$ cat src/hdl/int8mp_pkg.sv
// Shared types and constants for the int8 max-pool window block.
// No dependencies; imported by the geometry, controller and top modules.
package int8mp_pkg;

  // Most negative int8 value, also the answer for an empty window
  localparam logic signed [7:0] SAMPLE_FLOOR = 8'sh80;

  // Width of a window coordinate, set by the 7-bit map size registers
  localparam int unsigned COORD_W = 7;

  // Command codes of an input item
  typedef enum logic {
    CMD_STORE = 1'b0,
    CMD_QUERY = 1'b1
  } cmd_t;

  // Configuration register indexes (byte address = 4 * index)
  typedef enum logic [2:0] {
    REG_STRIDE_X  = 3'd0,
    REG_STRIDE_Y  = 3'd1,
    REG_KERNEL_X  = 3'd2,
    REG_KERNEL_Y  = 3'd3,
    REG_PAD_X     = 3'd4,
    REG_PAD_Y     = 3'd5,
    REG_IN_WIDTH  = 3'd6,
    REG_IN_HEIGHT = 3'd7
  } reg_idx_t;

  // Controller states
  typedef enum logic [2:0] {
    ST_IDLE,
    ST_INIT,
    ST_SCAN,
    ST_FLUSH,
    ST_HOLD
  } state_t;

  // Pooling configuration
  typedef struct packed {
    logic [3:0] stride_x;
    logic [3:0] stride_y;
    logic [3:0] kernel_x;
    logic [3:0] kernel_y;
    logic [2:0] pad_x;
    logic [2:0] pad_y;
    logic [6:0] in_width;
    logic [6:0] in_height;
  } cfg_t;

  // Clipped window of one query, bounds are [lo, hi)
  typedef struct packed {
    logic               empty;
    logic [COORD_W-1:0] x_lo;
    logic [COORD_W-1:0] x_hi;
    logic [COORD_W-1:0] y_lo;
    logic [COORD_W-1:0] y_hi;
    logic [3:0]         chan;
  } win_t;

endpackage

$ cat src/hdl/int8mp_ctrl.sv
// Query controller: walks the clipped window through the feature memory,
// keeps the running maximum and holds the result register.
// Depends on int8mp_pkg (state_t, win_t, cmd_t, SAMPLE_FLOOR).
module int8mp_ctrl #(
  parameter int unsigned MAX_WIDTH    = 64,
  parameter int unsigned MAX_HEIGHT   = 64,
  parameter int unsigned MAX_CHANNELS = 16
) (
  input  logic                    clk,
  input  logic                    rst_n,
  input  logic                    in_valid,
  input  logic                    in_cmd,
  output logic                    in_ready,
  output logic                    query_load,
  input  int8mp_pkg::win_t        win,
  output logic                    rd_en,
  output logic [((MAX_HEIGHT > 1) ? $clog2(MAX_HEIGHT) : 1)
              + ((MAX_WIDTH > 1) ? $clog2(MAX_WIDTH) : 1)
              + ((MAX_CHANNELS > 1) ? $clog2(MAX_CHANNELS) : 1)-1:0] rd_addr,
  input  logic [7:0]              rd_data,
  output logic                    out_valid,
  input  logic                    out_ready,
  output logic signed [7:0]       out_max_value,
  output logic                    out_window_empty
);
  import int8mp_pkg::*;

  localparam int unsigned YW = (MAX_HEIGHT > 1) ? $clog2(MAX_HEIGHT) : 1;
  localparam int unsigned XW = (MAX_WIDTH > 1) ? $clog2(MAX_WIDTH) : 1;
  localparam int unsigned CW = (MAX_CHANNELS > 1) ? $clog2(MAX_CHANNELS) : 1;

  state_t              state_r;
  state_t              state_nxt;
  logic [COORD_W-1:0]  x_r;
  logic [COORD_W-1:0]  x_nxt;
  logic [COORD_W-1:0]  y_r;
  logic [COORD_W-1:0]  y_nxt;
  logic signed [7:0]   best_r;
  logic signed [7:0]   best_nxt;
  logic                pend_r;
  logic                pend_nxt;
  logic                out_valid_r;
  logic                out_valid_nxt;
  logic signed [7:0]   out_max_r;
  logic                out_empty_r;
  logic                x_last;
  logic                y_last;
  logic                out_load;

  assign x_last = (COORD_W'(x_r + 1'b1) == win.x_hi);
  assign y_last = (COORD_W'(y_r + 1'b1) == win.y_hi);

  // Next state
  always_comb begin
    state_nxt = state_r;
    case (state_r)
      ST_IDLE: begin
        if (in_valid && (cmd_t'(in_cmd) == CMD_QUERY)) begin
          state_nxt = ST_INIT;
        end
      end
      ST_INIT: begin
        state_nxt = win.empty ? ST_HOLD : ST_SCAN;
      end
      ST_SCAN: begin
        if (x_last && y_last) begin
          state_nxt = ST_FLUSH;
        end
      end
      ST_FLUSH: begin
        state_nxt = ST_HOLD;
      end
      ST_HOLD: begin
        if (!out_valid_r || out_ready) begin
          state_nxt = ST_IDLE;
        end
      end
      default: begin
        state_nxt = ST_IDLE;
      end
    endcase
  end

  // State outputs
  always_comb begin
    in_ready   = 1'b0;
    query_load = 1'b0;
    rd_en      = 1'b0;
    out_load   = 1'b0;
    case (state_r)
      ST_IDLE: begin
        in_ready   = 1'b1;
        query_load = in_valid && (cmd_t'(in_cmd) == CMD_QUERY);
      end
      ST_SCAN: begin
        rd_en = 1'b1;
      end
      ST_HOLD: begin
        out_load = !out_valid_r || out_ready;
      end
      default: begin
        rd_en = 1'b0;
      end
    endcase
  end

  // Read address of the current window position
  assign rd_addr = {YW'(y_r), XW'(x_r), CW'(win.chan)};

  // Advance the window walk and fold returned samples into the maximum
  always_comb begin
    x_nxt    = x_r;
    y_nxt    = y_r;
    best_nxt = best_r;
    pend_nxt = rd_en;
    if (state_r == ST_INIT) begin
      x_nxt    = win.x_lo;
      y_nxt    = win.y_lo;
      best_nxt = SAMPLE_FLOOR;
    end else if (state_r == ST_SCAN) begin
      if (x_last) begin
        x_nxt = win.x_lo;
        y_nxt = COORD_W'(y_r + 1'b1);
      end else begin
        x_nxt = COORD_W'(x_r + 1'b1);
      end
    end
    if (pend_r && ($signed(rd_data) > best_r)) begin
      best_nxt = $signed(rd_data);
    end
  end

  // Hold the result until it is taken
  always_comb begin
    out_valid_nxt = out_valid_r;
    if (out_load) begin
      out_valid_nxt = 1'b1;
    end else if (out_ready) begin
      out_valid_nxt = 1'b0;
    end
  end

  always_ff @(posedge clk) begin
    if (!rst_n) begin
      state_r     <= ST_IDLE;
      pend_r      <= 1'b0;
      out_valid_r <= 1'b0;
    end else begin
      state_r     <= state_nxt;
      pend_r      <= pend_nxt;
      out_valid_r <= out_valid_nxt;
    end
  end

  always_ff @(posedge clk) begin
    x_r    <= x_nxt;
    y_r    <= y_nxt;
    best_r <= best_nxt;
    if (out_load) begin
      out_max_r   <= best_r;
      out_empty_r <= win.empty;
    end
  end

  assign out_valid        = out_valid_r;
  assign out_max_value    = out_max_r;
  assign out_window_empty = out_empty_r;

endmodule

$ cat config.mk
export PLATFORM = sky130hd
export DESIGN_NAME = int8mp_ctrl
export DESIGN_NICKNAME = d
export VERILOG_FILES = /design/src/hdl/int8mp_pkg.sv /design/src/hdl/int8mp_ctrl.sv
export SDC_FILE = /design/constraint.sdc
export NUM_CORES = 1
export LEC_CHECK = 0
export BUFFER_PORTS_ARGS = -buffer_cell sky130_fd_sc_hd__buf_4
export CAP_MARGIN = 20
export CORE_ASPECT_RATIO = 1.4
export CORE_MARGIN = 1.5
export CORE_UTILIZATION = 54
export DETAILED_ROUTE_END_ITERATION = 6
export PLACE_DENSITY = 0.86
export SLEW_MARGIN = 10
export SYNTH_ARGS = -nofsm -noshare
export SYNTH_HDL_FRONTEND = slang
export SYNTH_SLANG_ARGS = --single-unit
$ cat constraint.sdc
create_clock -name clk -period 3.9 [get_ports clk]
set_input_delay 0.195 -clock clk [delete_from_list [all_inputs] [get_ports clk]]
set_output_delay 0.195 -clock clk [all_outputs]
set_load 0.05 [all_outputs]
# --- After elaboration in Yosys (flattened, before gate mapping) ---
# Cells that the tools add are included.
classes:
  shift: 0
  bitwise_logic: 0
  mux: 19
  div_mod_pow: 0
  addsub: 2
  magnitude_cmp: 1
  n_mul: 0
  n_reduce_logical: 12
  eq_ne: 9
op_table:
  columns: ["operator", "count"]
  rows:
  - ["7-bit 2-to-1 mux", 6]
  - ["8-bit 2-to-1 mux", 2]
  - ["3-bit case mux with 5 select lines", 1]
  - ["7-bit by 1-bit adder with 7-bit output, second input constant", 2]
  - ["7-bit equality test", 2]
  - ["3-bit 2-to-1 mux", 4]
  - ["8-bit greater-than comparator", 1]
  - ["2-bit nonzero test", 4]
  - ["3-bit by 2-bit equality test with 1-bit output, second input constant", 2]
  - ["1-bit 2-to-1 mux", 6]
  - ["2-bit != test, second input constant", 3]
  - ["3-bit by 1-bit equality test with 1-bit output, second input constant", 1]
  - ["3-bit equality test, second input constant", 1]
  - ["1-bit logical AND", 3]
  - ["3-bit zero test", 1]
  - ["3-bit AND reduction", 1]
  - ["2-bit AND reduction", 1]
  - ["1-bit zero test", 1]
  - ["1-bit logical OR", 1]
word_totals:
  n_memories: 0
  latchBits: 0
  mem_bits_rw: 0
  rom_bits: 0
  output_inout_bits: 29
  input_bits: 46
  reg_bits: 36

# --- Longest topological paths before layout ---
logic_depth:
  word_depth: 5
  mapped_depth: 8
  mapped_depth_nobuf: 8

# --- Worst setup path after synthesis ---
# Ideal clock, no wire load.
synth_path:
  path_kind: "register -> register"
  start: "reg x_r[0]"
  end: "reg y_r[0], enable pin"
  setup_slack_ns: 1.308
  t_arrival_ns: 2.211
  path_buffers: 0
  path_stages_with_launch: 8
  setup_ns: 0.381
  cell_sequence: "edfxtp_1 -> ha_1 -> and3_4 -> and3_4 -> xnor3_1 -> nand2_1 -> or3_1 -> o21ai_0"
synth_via:
  elab_chain_len: 4
synth_rtl:
  columns: ["item", "line_no", "source"]
  rows:
  - ["start, declared", "int8mp_ctrl.sv:34", "logic [COORD_W-1:0] x_r;"]
  - ["start signal, assigned", "int8mp_ctrl.sv:156", "x_r <= x_nxt;"]
  - ["7-bit by 1-bit adder with 7-bit output", "int8mp_ctrl.sv:50", "assign x_last = (COORD_W'(x_r + 1'b1) == win.x_hi);"]
  - ["7-bit equality test", "int8mp_ctrl.sv:50", null]
  - ["2-bit nonzero test (no source line)", null, null]
  - ["2-bit AND reduction (no source line)", null, null]
  - ["end signal, assigned", "int8mp_ctrl.sv:157", "y_r <= y_nxt;"]
  - ["end, declared", "int8mp_ctrl.sv:36", "logic [COORD_W-1:0] y_r;"]
# No other way between the ends.
# A chain may end at the register's enable or synchronous reset.

# --- Final worst setup path ---
layout_path:
  start: "reg x_r[0]"
  end: "reg y_r[1], enable pin"
# Same word-level chain as after synthesis.

==> results.md <==
- CTS hold repair buffers: 0
- P_int: between 0.7 and 0.8 mW
- Commonest non-fill, non-tap cell in the layout: buf_4
- # rows: 27
- Hpwl dp: around 3600 microns
- Combinational share of power: 17.4%
- Tmin final: just under 3 ns
- Layout net count: 298
- GP Congestion: roughly 0.84
- Initial cell density of the core: between 50% and 60%
- Leak: 1.173 nW
- Syn Area/Cell: 11.47 sq um
- Seq cells post-synth: 36
- Worst Tran Pin Value: 1.046 ns
- Relative slew margins: 29.98%
- Worst Path Required: 3.81 ns
- Syn nets: 245
- H-Tree Level Count: 2
- Vias in the first global route: 1599
- # placed instances: roughly 280
- Status: finished, final reports clean
- Routed vias/inst: 5.486
- Antenna violations before repair: 0
- Post-synthesis sequential area ratio: 47.58%
- Clock Path Buffers: 2
- Register area: around 1000 sq um
- Post-cts repair resize count: 0
- Most used cell along the critical path: and3_4
- CTS tree: yes
- Io pins: 75
- Sw Ratio: 25.44%
- Largest net degree at the start of global routing: 16
- Fillcell total: 294
- Grt ovf: 0
- Clk_skew: 0.01002 ns
- Via count: approximately 1600
- YS warnings: 0
- Crit start category: flip-flop
- Critical path's slowest cell: o21ai_0
- Iter 0 DRT Violations: 90
- Cells after synthesis: between 150 and 200
- Die area: 4408 sq um
- Detail Route Antenna Nets: 0
- Clock latency on the worst-skew pair: a little under 0.3 ns
- Fmax: ~340 MHz
- Post-CTS Setup Inserts: 0
- CTS buffer count: 5
- CP Cell Sequence: ha_1 -> and3_4 -> and3_4 -> xnor3_1 -> nand2_1 -> or3_1 -> o21ai_0
- CP peak stage delay: 0.78 ns
- Height of the die: 77.96 microns
- Fin cells: 286
- Setup violators final: 0
- Wire per inst: 16.63 microns
- TritonRoute pass-1 iters: 4
- Total Routed Length: roughly 4800 microns
- Most frequent cells in the layout: buf_4, edfxtp_1, xnor2_1
- Port buffer count: 66
- Syn-to-layout area delta: 23.90%
- Hold WC Path Type: input pin to flip-flop
- TNS Setup: 0 ns
- DRC violations left: 0
- Worst VDD drop: between 0.0003 and 0.0004 V
- Multi-input gate area: roughly 960 sq um
- Critical path buffer and inverter count: 0
- Clk pin slew, worst setup/hold paths: 0.07 ns
- Sw Pwr: 0.2388 mW
- Chip Width: 56.54 microns
- Data arrival, critical path: 2.84 ns
- Crit-path max FO: 7
- Post-synthesis cell type count: 47
- Final Max Tran Viols: 0
- First-pass GRT wire length: 7396 microns
- MaxCap Viol Count: 0
- Layout cells sized above 1: 35.39%
- Clk sinks: 36
- CTS root buf: clkbuf_8
- Setup CP Type: flip-flop to flip-flop
- Seq pwr share: 47.2%
- Core footprint: between 3000 and 4000 sq um
- GRT Total Usage: between 20 and 25%
- Synthesized area: roughly 2200 sq um
- Crit end category: flip-flop
- Hold Vio Cnt, Final: 0
- Antenna cells: 0
- Pwr dens: 349.7 nW/um^2
- Clock power frac: 35.4%
- RSZ-0062 raised after global routing: no
- Final cycle utilization of the critical path: between 70% and 80%
- CP top delay family: simple AND/OR/NAND/NOR gates
## registers in the layout, indices dropped and copies added (netlist names)
signal            flops
out_valid             1
state_r               3
pend_r                1
x_r                   7
out_window_empty      1
best_r                8
out_max_value         8
y_r                   7
## per-layer routing
layer	GRT usage, %	part of all wire [%]	vias to the layer above
met5	0	0	-
met1	23.79	38	751
met4	6.667	1.5	0
li1	-	-	765
met3	5.667	4.9	8
met2	41.28	55	45
## path summary, 6_finish.rpt
| check | slack [ns] | to | from | depth (start not counted) |
|---|---|---|---|---|
| worst max-delay path | 0.97 | y_r[1] | x_r[0] | 7 |
| worst min-delay path | 0.11 | out_window_empty | win[32] | 1 |
| worst max register to register | 0.97 | y_r[1] | x_r[0] | 7 |
| worst min register to register | 0.46 | out_max_value[7] | best_r[7] | 0 |
## Yosys cell counts (all sizes together)
cell type | n | area share (%)
nand2 | 13 | 2.3
xnor3 | 2 | 2.1
a2111oi | 2 | 1.1
or2 | 1 | 0.29
a21boi | 2 | 0.69
nand2b | 2 | 0.58
mux2 | 2 | 1.4
a21oi | 6 | 1.4
o21ai | 6 | 1.4
nor2 | 11 | 2.8
o22a | 3 | 1.2
nand3 | 6 | 1.4
xnor2 | 14 | 5.7
o2bb2ai | 1 | 0.40
inv | 10 | 1.7
nand4b | 1 | 0.40
a221oi | 1 | 0.69
xor3 | 1 | 1.1
and2 | 3 | 0.98
nor3 | 2 | 0.46
nor3b | 1 | 0.35
clkbuf | 3 | 0.52
o211ai | 2 | 0.69
o22ai | 1 | 0.29
or3 | 1 | 0.29
nand4 | 2 | 0.58
dfxtp | 5 | 4.6
nand3b | 1 | 0.35
and4bb | 1 | 0.58
edfxtp | 31 | 43
o31ai | 2 | 0.69
nor2b | 1 | 0.29
and3 | 12 | 3.9
or3b | 1 | 0.52
ha | 10 | 5.8
buf | 17 | 6.1
a21o | 1 | 0.35
xor2 | 8 | 3.2
## cell families (layout without fill, tap and decap cells)
kind of cell,after synthesis,count (layout),synth area share [%]
AND/OR/NAND/NOR,59,59,15.99
flip-flops,36,36,47.58
buffers and inverters,30,84,8.314
AO/OA/AOI/OAI,27,27,8.892
XOR/XNOR,25,25,12.07
adder cells (fa/ha/maj),10,10,5.774
multiplexers,2,2,1.386
## stage by stage
step                      hold WS [ns]  util, %  setup WS (ns)  total power [mW]  area [sq um]
after floorplan                 0.2939        -          1.308            0.5671          2167
after global placement          0.3903    66.25          1.143            0.6096          2574
after detailed placement        0.3903    66.25         0.9971            0.6148          2574
after CTS                       0.1130    69.11         0.9782            0.9377          2685
after global routing            0.1075    69.11         0.8671            0.9704          2685
final                           0.1112    69.11         0.9709            0.9389          2685
## layout make-up
class	count	area share (%)
Clock inverter	3	1.584
Timing Repair Buffer	66	18.45
Inverter	10	1.398
Clock buffer	5	2.563
Multi-Input combinational cell	123	35.60
Sequential cell	36	38.40
Tap cell	43	2.004
## power groups by stage
stage	logic, mW	clock network [mW]	registers (mW)
after floorplan	0.116	0	0.451
after global placement	0.159	0	0.450
after detailed placement	0.163	0	0.451
after CTS	0.164	0.331	0.443
after global routing	0.175	0.351	0.444
final	0.163	0.333	0.443
(Power assumes the default switching activity.)
