==> config.mk <==
export PLATFORM = sky130hd
export DESIGN_NAME = int8mp_geom
export DESIGN_NICKNAME = d
export VERILOG_FILES = /design/src/hdl/int8mp_pkg.sv /design/src/hdl/int8mp_geom.sv
export SDC_FILE = /design/constraint.sdc
export NUM_CORES = 1
export LEC_CHECK = 0
export ABC_CLOCK_PERIOD_IN_PS = 6790
export BUFFER_PORTS_ARGS = -buffer_cell sky130_fd_sc_hd__buf_2
export CAP_MARGIN = 10
export CELL_PAD_IN_SITES_DETAIL_PLACEMENT = 1
export CELL_PAD_IN_SITES_GLOBAL_PLACEMENT = 1
export CORE_MARGIN = 10
export CORE_UTILIZATION = 40
export CTS_CLUSTER_SIZE = 30
export DETAILED_ROUTE_END_ITERATION = 7
export HOLD_SLACK_MARGIN = 0.15
export PLACE_DENSITY = 0.87
export SLEW_MARGIN = 0
export SYNTH_ARGS = -nofsm -noshare
export SYNTH_HDL_FRONTEND = slang
export SYNTH_SLANG_ARGS = --single-unit
==> constraint.sdc <==
create_clock -name clk -period 6.79 [get_ports clk]
set_input_delay 0.679 -clock clk [delete_from_list [all_inputs] [get_ports clk]]
set_output_delay 0.679 -clock clk [all_outputs]
set_load 0.02 [all_outputs]
==> src/hdl/int8mp_pkg.sv <==
// Shared types and constants for the int8 max-pool window block.
// No dependencies; imported by the geometry, controller and top modules.
package int8mp_pkg;

  // Most negative int8 value, also the answer for an empty window
  localparam logic signed [7:0] SAMPLE_FLOOR = 8'sh80;

  // Width of a window coordinate, set by the 7-bit map size registers
  localparam int unsigned COORD_W = 7;

  // Command codes of an input item
  typedef enum logic {
    CMD_STORE = 1'b0,
    CMD_QUERY = 1'b1
  } cmd_t;

  // Configuration register indexes (byte address = 4 * index)
  typedef enum logic [2:0] {
    REG_STRIDE_X  = 3'd0,
    REG_STRIDE_Y  = 3'd1,
    REG_KERNEL_X  = 3'd2,
    REG_KERNEL_Y  = 3'd3,
    REG_PAD_X     = 3'd4,
    REG_PAD_Y     = 3'd5,
    REG_IN_WIDTH  = 3'd6,
    REG_IN_HEIGHT = 3'd7
  } reg_idx_t;

  // Controller states
  typedef enum logic [2:0] {
    ST_IDLE,
    ST_INIT,
    ST_SCAN,
    ST_FLUSH,
    ST_HOLD
  } state_t;

  // Pooling configuration
  typedef struct packed {
    logic [3:0] stride_x;
    logic [3:0] stride_y;
    logic [3:0] kernel_x;
    logic [3:0] kernel_y;
    logic [2:0] pad_x;
    logic [2:0] pad_y;
    logic [6:0] in_width;
    logic [6:0] in_height;
  } cfg_t;

  // Clipped window of one query, bounds are [lo, hi)
  typedef struct packed {
    logic               empty;
    logic [COORD_W-1:0] x_lo;
    logic [COORD_W-1:0] x_hi;
    logic [COORD_W-1:0] y_lo;
    logic [COORD_W-1:0] y_hi;
    logic [3:0]         chan;
  } win_t;

endpackage

==> src/hdl/int8mp_geom.sv <==
// Window geometry: places and clips the pooling window of a query.
// Depends on int8mp_pkg (cfg_t, win_t, COORD_W).
module int8mp_geom #(
  parameter int unsigned MAX_WIDTH    = 64,
  parameter int unsigned MAX_HEIGHT   = 64,
  parameter int unsigned MAX_CHANNELS = 16,
  parameter int unsigned MAX_KERNEL   = 8
) (
  input  logic               clk,
  input  logic               load,
  input  int8mp_pkg::cfg_t   cfg,
  input  logic [5:0]         row,
  input  logic [5:0]         col,
  input  logic [3:0]         chan,
  output int8mp_pkg::win_t   win
);
  import int8mp_pkg::*;

  // Caps that fit the register widths
  localparam logic [6:0] W_CAP = 7'((MAX_WIDTH > 127) ? 127 : MAX_WIDTH);
  localparam logic [6:0] H_CAP = 7'((MAX_HEIGHT > 127) ? 127 : MAX_HEIGHT);
  localparam logic [3:0] K_CAP = 4'((MAX_KERNEL > 15) ? 15 : MAX_KERNEL);

  win_t       win_r;
  win_t       win_nxt;
  logic [6:0] size_x;
  logic [6:0] size_y;
  logic [14:0] ax_x;
  logic [14:0] ax_y;
  logic        chan_bad;

  // Clip one axis; returns {empty, lo, hi}
  function automatic logic [14:0] clip_axis(input logic [5:0] pos,
                                            input logic [3:0] stride,
                                            input logic [2:0] pad,
                                            input logic [3:0] kern,
                                            input logic [6:0] size);
    logic [9:0]         prod;
    logic signed [12:0] org;
    logic signed [12:0] fin;
    logic signed [12:0] lo;
    logic signed [12:0] hi;
    logic signed [12:0] lim;
    logic [3:0]         kc;
    logic [6:0]         k;
    logic               none;
    prod = 10'(pos) * 10'(stride);
    org  = $signed({3'b000, prod}) - $signed({10'd0, pad});
    kc   = (kern > K_CAP) ? K_CAP : kern;
    k    = ({3'b000, kc} > size) ? size : {3'b000, kc};
    fin  = org + $signed({6'd0, k});
    lim  = $signed({6'd0, size});
    lo   = (org < 13'sd0) ? 13'sd0 : org;
    hi   = (fin < lim) ? fin : lim;
    none = (lo >= hi);
    return {none, lo[6:0], hi[6:0]};
  endfunction

  // Saturate the map size, clip both axes and flag an out-of-range channel
  always_comb begin
    size_x   = (cfg.in_width > W_CAP) ? W_CAP : cfg.in_width;
    size_y   = (cfg.in_height > H_CAP) ? H_CAP : cfg.in_height;
    ax_x     = clip_axis(col, cfg.stride_x, cfg.pad_x, cfg.kernel_x, size_x);
    ax_y     = clip_axis(row, cfg.stride_y, cfg.pad_y, cfg.kernel_y, size_y);
    chan_bad = (32'(chan) >= MAX_CHANNELS);

    win_nxt.empty = chan_bad | ax_x[14] | ax_y[14];
    win_nxt.x_lo  = ax_x[13:7];
    win_nxt.x_hi  = ax_x[6:0];
    win_nxt.y_lo  = ax_y[13:7];
    win_nxt.y_hi  = ax_y[6:0];
    win_nxt.chan  = chan;
  end

  // Hold the window of the accepted query
  always_ff @(posedge clk) begin
    if (load) begin
      win_r <= win_nxt;
    end
  end

  assign win = win_r;

endmodule

Yosys cells after proc, flatten, opt, wreduce, memory -nomap -nowiden:

Cells that the tools add are included.

* input bits: 54
* register bits after elaboration: 33
* output and inout bits: 33
* word-level logic and storage cells: 35

* multiply operators: 2
* muxes and demuxes: 10
* magnitude comparators: 12
* bitwise operators: 1
* $add $sub $neg: 4

Operators with widths (number)
* 2-to-1 mux 13 bit: 4
* 2-to-1 mux 7 bit: 4
* greater-or-equal comparator 13 bit: 2
* adder 11 x 8 -> 12 bit: 2
* less-than comparator 12 x 8 -> 1 bit: 2
* less-than comparator 11 x 1 -> 1 bit (second input constant): 2
* subtractor 10 x 3 -> 11 bit: 2
* multiplier 6 x 4 -> 10 bit: 2
* > comparator 4 x 7 -> 1 bit: 2
* > comparator 7 bit (second input constant): 2
* > comparator 4 bit (second input constant): 2
* 2-to-1 mux 4 bit: 2
* bitwise OR 1 bit: 1

Logic depth before layout (Yosys ltp):

Gate-level depths: netlist of run 1.

* depth in word-level cells: 9
* mapped depth: 36
* mapped depth without buffers: 34

Least setup slack after synthesis of run 1:

Ideal clock, no wire load.

* path kind: in2reg
* start: in row[0]
* end: reg win_r (netlist bit win[32]) (data pin)
* arrival time: 6.753 ns
* cell stages on the path: 30
* path buffers: 1
* setup slack: -0.223 ns
* library setup time: 0.260 ns
* data required time: 6.530 ns
* path through: and2_1 ha_1 ha_1 fa_1 inv_1 fa_1 inv_1 ha_1 nor2b_1 o21ai_0 a21boi_0 o311a_1 a21oi_1 ha_1 o21ai_0 a21oi_1 nor3_1 o21ai_0 ha_1 clkbuf_1 nor2_1 a21oi_1 ha_1 a21o_1 a21o_1 a21o_1 a31oi_1 o21ai_0 a2111oi_0 a2bb2o_1

RTL lines
* start, declared: line int8mp_geom.sv:12 `input logic [5:0] row,`
* end signal, assigned: line int8mp_geom.sv:78 `win_r <= win_nxt;`
* end, declared: line int8mp_geom.sv:24 `win_t win_r;`

==> metrics, run 1 <==
Final Util=0.592; first-pass GRT wire length=30600 microns; final worst path period need=7.30 ns; vias per cell=5.64; max frequency=0.137 GHz; Die Wd=133 microns; Post-Route WL=23500 microns; largest net degree at the start of global routing=34; RSZ-0062 raised after global routing=true; asr flop ratio synth=0; Post-synth EDFFs=33; Power Dens Cells=529 nW/um^2; MaxCap Viol Count=0; WL/cell=23.9 microns; Synth Warn #=0; GRT Total Usage=0.208; Area contributors post-synth=ha_1, edfxtp_1, fa_1, inv_1, nand2_1; Setup Viol. Count Final=1; Worst setup EP type=flip-flop; nets=988; Post-Synthesis Cell Area=5070 sq um; ys flop type=edfxtp_1; critical path depth in cells=33; DRT iter0 DRCs=417; Worst EP arrival=7.34 ns; Clock transition at path regs=0.06 ns; worst hold endpoint=win[0]; Crit Path Class=in2reg; pins over their slew limit=0; maximum vdd ir drop=0.176 mV; DIE AREA=17600 sq um; clock sink total=33; most frequent CP cell=ha_1; Buf/Inv on CP=7; Min-Delay Startpoint=chan[0]; gr ovfl total=0; Antenna Cells=0; setup ws final=-0.513 ns; Worst Path Max Fanout=8; antenna viol nets, final=0; Ports=87; Worst path max stage delay=0.43 ns; synthesis-to-layout area growth=46.2%; vias in the first global route=6126; hold path cells=1; CP startpoint kind=input port; initial core utilization=0.405; static leakage=0.00365 uW; number of port buffers=86; most frequent cell after synthesis=ha_1; clk root buf=clkbuf_16; violated checks=setup timing; outcome=finished, violations left; CP max-delay cell=ha_1; vias=5543; Fillers=1473; Mapped Avg Cell Area=8.72 sq um; Post-synth top cells=ha_1, inv_1, nand2_1, nor2_1; Post-DP HPWL=13700 microns; H-Tree Depth=2; post-synth top area share=0.252; sequential fraction of the synthesis area=0.196; final period utilization=1.08; Final Hold Fails=0; total CTS buffers=5; Post-Syn Instances=581; routability cong.=0.934; core area=12500 sq um; Tightest Hold Check Type=in2reg; Unique masters post-synth=50; CTS tree=yes; fraction of layout cells with a size suffix above 1=0.398; DR DRC count=0; actual slew at the worst max-slew pin=0.758 ns; cell taking the most area after synthesis=ha_1; normalized max-slew margin=0.495; CP delay by family, top=compound AO/OA/AOI/OAI gates; FF+latch count, synth=33; max FFs per register=33; TNS Setup=-0.513 ns; Row Count=41; Die H=133 microns; Critical Path RT=6.82 ns; Clock Path Buffers=2; drt pass-1 iters=5; antenna violations before repair=1
[per-layer routing]
layer,routed length [microns],GRT usage,vias up
met3,1230,0.0288,122
met4,1460,0.0880,2
li1,-,-,2437
met1,8560,0.212,2666
met2,12300,0.410,316
met5,7,0,-
[power by group]
part           internal (uW)  switching [uW]  total, uW
clock                    134            88.4        223
sequential               332            25.9        358
combinational           1560            1780       3340
total                   2030            1890       3920
[timing repair]
item | CTS | global route
endpoints found under the setup margin | 1 | 1
gates cloned | 0 | 0
gates resized for setup | 53 | 51
buffers inserted | 17 | 14
hold buffers | 0 | 0
pin swaps | 40 | 48
[cells in the final DEF (no fill, tap or decap), drive strengths merged, types with 13 or more instances in the layout]
master and count:
buf 225, ha 102, inv 87, nand2 56
nor2 41, nor2b 34, edfxtp 33, o21ai 29
fa 22, xnor2 20, a21oi 20, and2 15
nand2b 13
[stage by stage]
stage	setup WS (ns)	total power, uW	hold WS [ns]	std cells	cell area [sq um]
3_5_place_dp	-0.782	2640	0.861	944	6570
4_1_cts	0.00476	3170	0.580	969	7090
6_report	-0.513	3920	0.586	983	7410
5_1_grt	-0.881	4110	0.578	983	7410
2_1_floorplan	0.0182	1690	0.778	586	5140
3_3_place_gp	-0.589	2460	0.859	944	6570
[area by class of cell]
cell class | instances | area [sq um] | share of cell area
Clock buffer | 5 | 125 | 0.0169
Timing Repair Buffer | 225 | 1520 | 0.205
Multi-Input combinational cell | 458 | 4220 | 0.569
Clock inverter | 3 | 17.5 | 0.00236
Tap cell | 172 | 215 | 0.0290
Inverter | 87 | 327 | 0.0441
Sequential cell | 33 | 991 | 0.134
[worst max-delay path by stage]
| stage | startpoint | end | slack [ns] |
|---|---|---|---|
| 5_1_grt | col[1] | win[32] | -0.88 |
| 2_1_floorplan | row[2] | win[32] | 0.02 |
| 3_5_place_dp | cfg[31] | win[32] | -0.78 |
| 6_report | cfg[1] | win[32] | -0.51 |
| 3_3_place_gp | row[0] | win[32] | -0.59 |
| 4_1_cts | row[0] | win[32] | 0.005 |
[cells by family after synthesis]
kind of cell,count (synthesis),synth area share
other,1,0.000740
and+or+nand+nor,186,0.181
DFF,33,0.196
buffers and inverters,95,0.0704
adders and majority gates,124,0.339
AOI/OAI and AO/OA,99,0.132
muxes,18,0.0378
xor gates and xnor gates,25,0.0432
Note: power is estimated with default switching activity, not from simulation.
==> inputs of run 2 (changes only) <==
--- a/config.mk
+++ b/config.mk
@@ -5,13 +5,14 @@
 export SDC_FILE = /design/constraint.sdc
 export NUM_CORES = 1
 export LEC_CHECK = 0
+export ABC_AREA = 1
 export ABC_CLOCK_PERIOD_IN_PS = 6790
 export BUFFER_PORTS_ARGS = -buffer_cell sky130_fd_sc_hd__buf_2
 export CAP_MARGIN = 10
 export CELL_PAD_IN_SITES_DETAIL_PLACEMENT = 1
 export CELL_PAD_IN_SITES_GLOBAL_PLACEMENT = 1
 export CORE_MARGIN = 10
-export CORE_UTILIZATION = 40
+export CORE_UTILIZATION = 38
 export CTS_CLUSTER_SIZE = 30
 export DETAILED_ROUTE_END_ITERATION = 7
 export HOLD_SLACK_MARGIN = 0.15
==> run 2 against run 1 <==
Compared with the run above: the flow now finishes without violations; global-route usage is 5.5 points lower; die area is 13% higher; critical path depth is 1 higher; highest routed layer is now met4; flip-flop and latch count stayed put; fmax is 14% higher; critical path type unchanged.
==> metrics, run 2 <==
Worst Path Max Fanout=7 (was 8); Die Wd=141 microns (was 133 microns); largest net degree at the start of global routing=34 (unchanged); GRT Total Usage=0.153 (was 0.208); Min-Delay Startpoint=chan[2] (was chan[0]); clk root buf=clkbuf_16 (unchanged); cell taking the most area after synthesis=ha_1 (unchanged); Ports=87 (unchanged); Post-Route WL=15400 microns (was 23500 microns); post-synth top area share=0.231 (was 0.252); Met2 Routed Length=7890 microns (was 12300 microns); Post-Synthesis Cell Area=5540 sq um (was 5070 sq um); Non-Filler Instances=1084 (was 983); vias per cell=4.92 (was 5.64); asr flop ratio synth=0 (unchanged); CP startpoint kind=input port (unchanged); Tightest Hold Check Type=in2reg (unchanged); first-pass GRT wire length=26300 microns (was 30600 microns); synthesis-to-layout area growth=17.0% (was 46.2%); most frequent cell after synthesis=nand2_1 (was ha_1); sequential fraction of the synthesis area=0.179 (was 0.196); WL/cell=14.2 microns (was 23.9 microns); MaxCap Viol Count=0 (unchanged); Critical Path RT=6.82 ns (about the same); met1 WL=6820 microns (was 8560 microns); routability cong.=0.845 (was 0.934); H-Tree Depth=2 (unchanged); drt pass-1 iters=4 (was 5); DRT iter0 DRCs=168 (was 417); CP max-delay cell=fa_1 (was ha_1); most frequent cells in the layout=nand2_1, inv_1, ha_1 (was buf_4, ha_1, buf_2); DP Worst Slack=-0.144 ns (was -0.782 ns); hold path cells=1 (unchanged); maximum vdd ir drop=0.137 mV (was 0.176 mV); initial core utilization=0.384 (was 0.405); gr ovfl total=0 (unchanged); Antenna Cells=0 (unchanged); WL met3=474 microns (was 1230 microns); nets=1077 (was 988); antenna viol nets, final=0 (unchanged); most common cell after layout, fill and taps aside=nand2_1 (was buf_4); vias=5331 (was 5543); setup ws final=0.379 ns (was -0.513 ns); DR top layer=met4 (was met5); Clock transition at path regs=0.05 ns (was 0.06 ns); area occupied by multi-input gates=4000 sq um (was 4220 sq um); DIE AREA=19800 sq um (was 17600 sq um); static leakage=0.00373 uW (was 0.00365 uW); Worst setup EP type=flip-flop (unchanged); most frequent CP cell=nand2_1 (was ha_1); Setup Viol. Count Final=0 (was 1); final period utilization=0.944 (was 1.08); Post-Syn Instances=802 (was 581); Area contributors post-synth=ha_1, edfxtp_1, nand2_1, inv_1, fa_1 (was ha_1, edfxtp_1, fa_1, inv_1, nand2_1); Post-DP HPWL=13300 microns (was 13700 microns); core area=14400 sq um (was 12500 sq um); Worst path max stage delay=0.54 ns (was 0.43 ns); Mapped Avg Cell Area=6.90 sq um (was 8.72 sq um); actual slew at the worst max-slew pin=0.781 ns (was 0.758 ns); hold buffer count at CTS=0 (unchanged); DR DRC count=0 (unchanged); antenna violations before repair=0 (was 1); Unique masters post-synth=34 (was 50); CTS tree=yes (unchanged); outcome=completed (was finished, violations left); clock sink total=33 (unchanged); normalized max-slew margin=0.479 (was 0.495); Hold Slack=0.576 ns (was 0.586 ns); pins over their slew limit=0 (unchanged); Crit Path Class=in2reg (unchanged); Worst EP arrival=6.44 ns (was 7.34 ns); number of port buffers=86 (unchanged); Synth Warn #=0 (unchanged); Post-synth EDFFs=33 (unchanged); Tot Pwr=2740 uW (was 3920 uW); max FFs per register=33 (unchanged); Row Count=44 (was 41); FF+latch count, synth=33 (unchanged); total CTS buffers=5 (unchanged); Die H=141 microns (was 133 microns); Clock Path Buffers=2 (unchanged); vias in the first global route=5793 (was 6126); fraction of layout cells with a size suffix above 1=0.163 (was 0.398); Sequential cell area=991 sq um (unchanged); Post-synth top cells=nand2_1, inv_1, ha_1, nor2_1, nand3_1 (was ha_1, inv_1, nand2_1, nor2_1); max frequency=0.156 GHz (was 0.137 GHz); Power Dens Cells=423 nW/um^2 (was 529 nW/um^2); TNS Setup=0 ns (was -0.513 ns); ys flop type=edfxtp_1 (unchanged); final worst path period need=6.41 ns (was 7.30 ns); Fillers=1916 (was 1473); Final Hold Fails=0 (unchanged); Setup crit start=cfg[35] (was cfg[1]); Cells after DPL=1073 (was 944)
run 2: cell count changes after synthesis, sizes merged, moves of 9 or more:
cell,previous run,this run
a21oi,20,34
and2,15,1
inv,87,168
mux2,9,0
mux2i,9,0
nand2,56,257
nand2b,13,0
nand3,4,49
nor2,41,63
nor2b,34,0
xnor2,20,3
xor2,5,14
run 2: critical path, delay by kind of cell:
| kind | cells | cell delay, ns |
|---|---|---|
| XOR/XNOR | 2 | 0.34 |
| adder cells (fa/ha/maj) | 8 | 2.93 |
| AND/OR/NAND/NOR | 12 | 1.02 |
| AO/OA/AOI/OAI | 6 | 0.94 |
| buffers and inverters | 6 | 0.51 |
run 2: report_power, final:
part           total, uW  switching, uW  internal [uW]
registers            346           18.8            327
logic               2140           1350            791
clock network        251           79.0            172
total               2740           1450           1290
run 2: area by class of cell:
cell class,count,area share
multi-input cells,600,0.617
flip-flops and latches,33,0.153
inverters,168,0.0973
repair buffers,91,0.0722
well taps,184,0.0355
clock buffers,6,0.0199
clock inverters,2,0.00521
run 2: path summary, 6_finish.rpt:
path / endpoint / slack (ns)
worst max-delay path: win[32] / 0.38
worst min-delay path: win[2] / 0.58
run 2: cells by family after synthesis:
family	Yosys count	share of synthesized area
other	1	0.000677
flip-flops	33	0.179
AND/OR/NAND/NOR	384	0.293
XOR/XNOR	17	0.0269
buffers and inverters	174	0.121
AO/OA/AOI/OAI	69	0.0698
adder cells (fa/ha/maj)	124	0.310
run 2: timing repair:
action,4_1_cts,5_1_grt
buffers inserted,0,3
setup endpoints to repair,1,1
endpoints found under the hold margin,0,0
pin swaps,0,6
gates resized for setup,1,27
run 2: per-stage QoR:
stage | utilization | instance area [sq um]
final | 0.449 | 6480
after global placement | 0.429 | 6190
after detailed placement | 0.429 | 6190
after global routing | 0.449 | 6480
after CTS | 0.441 | 6360
after floorplan | - | 5550
run 2: routing by layer:
layer  vias to the layer above  GRT usage
li1                       2709          -
met1                      2517      0.183
met2                        87      0.284
met3                        18     0.0195
met4                         0     0.0277
met5                         -          0
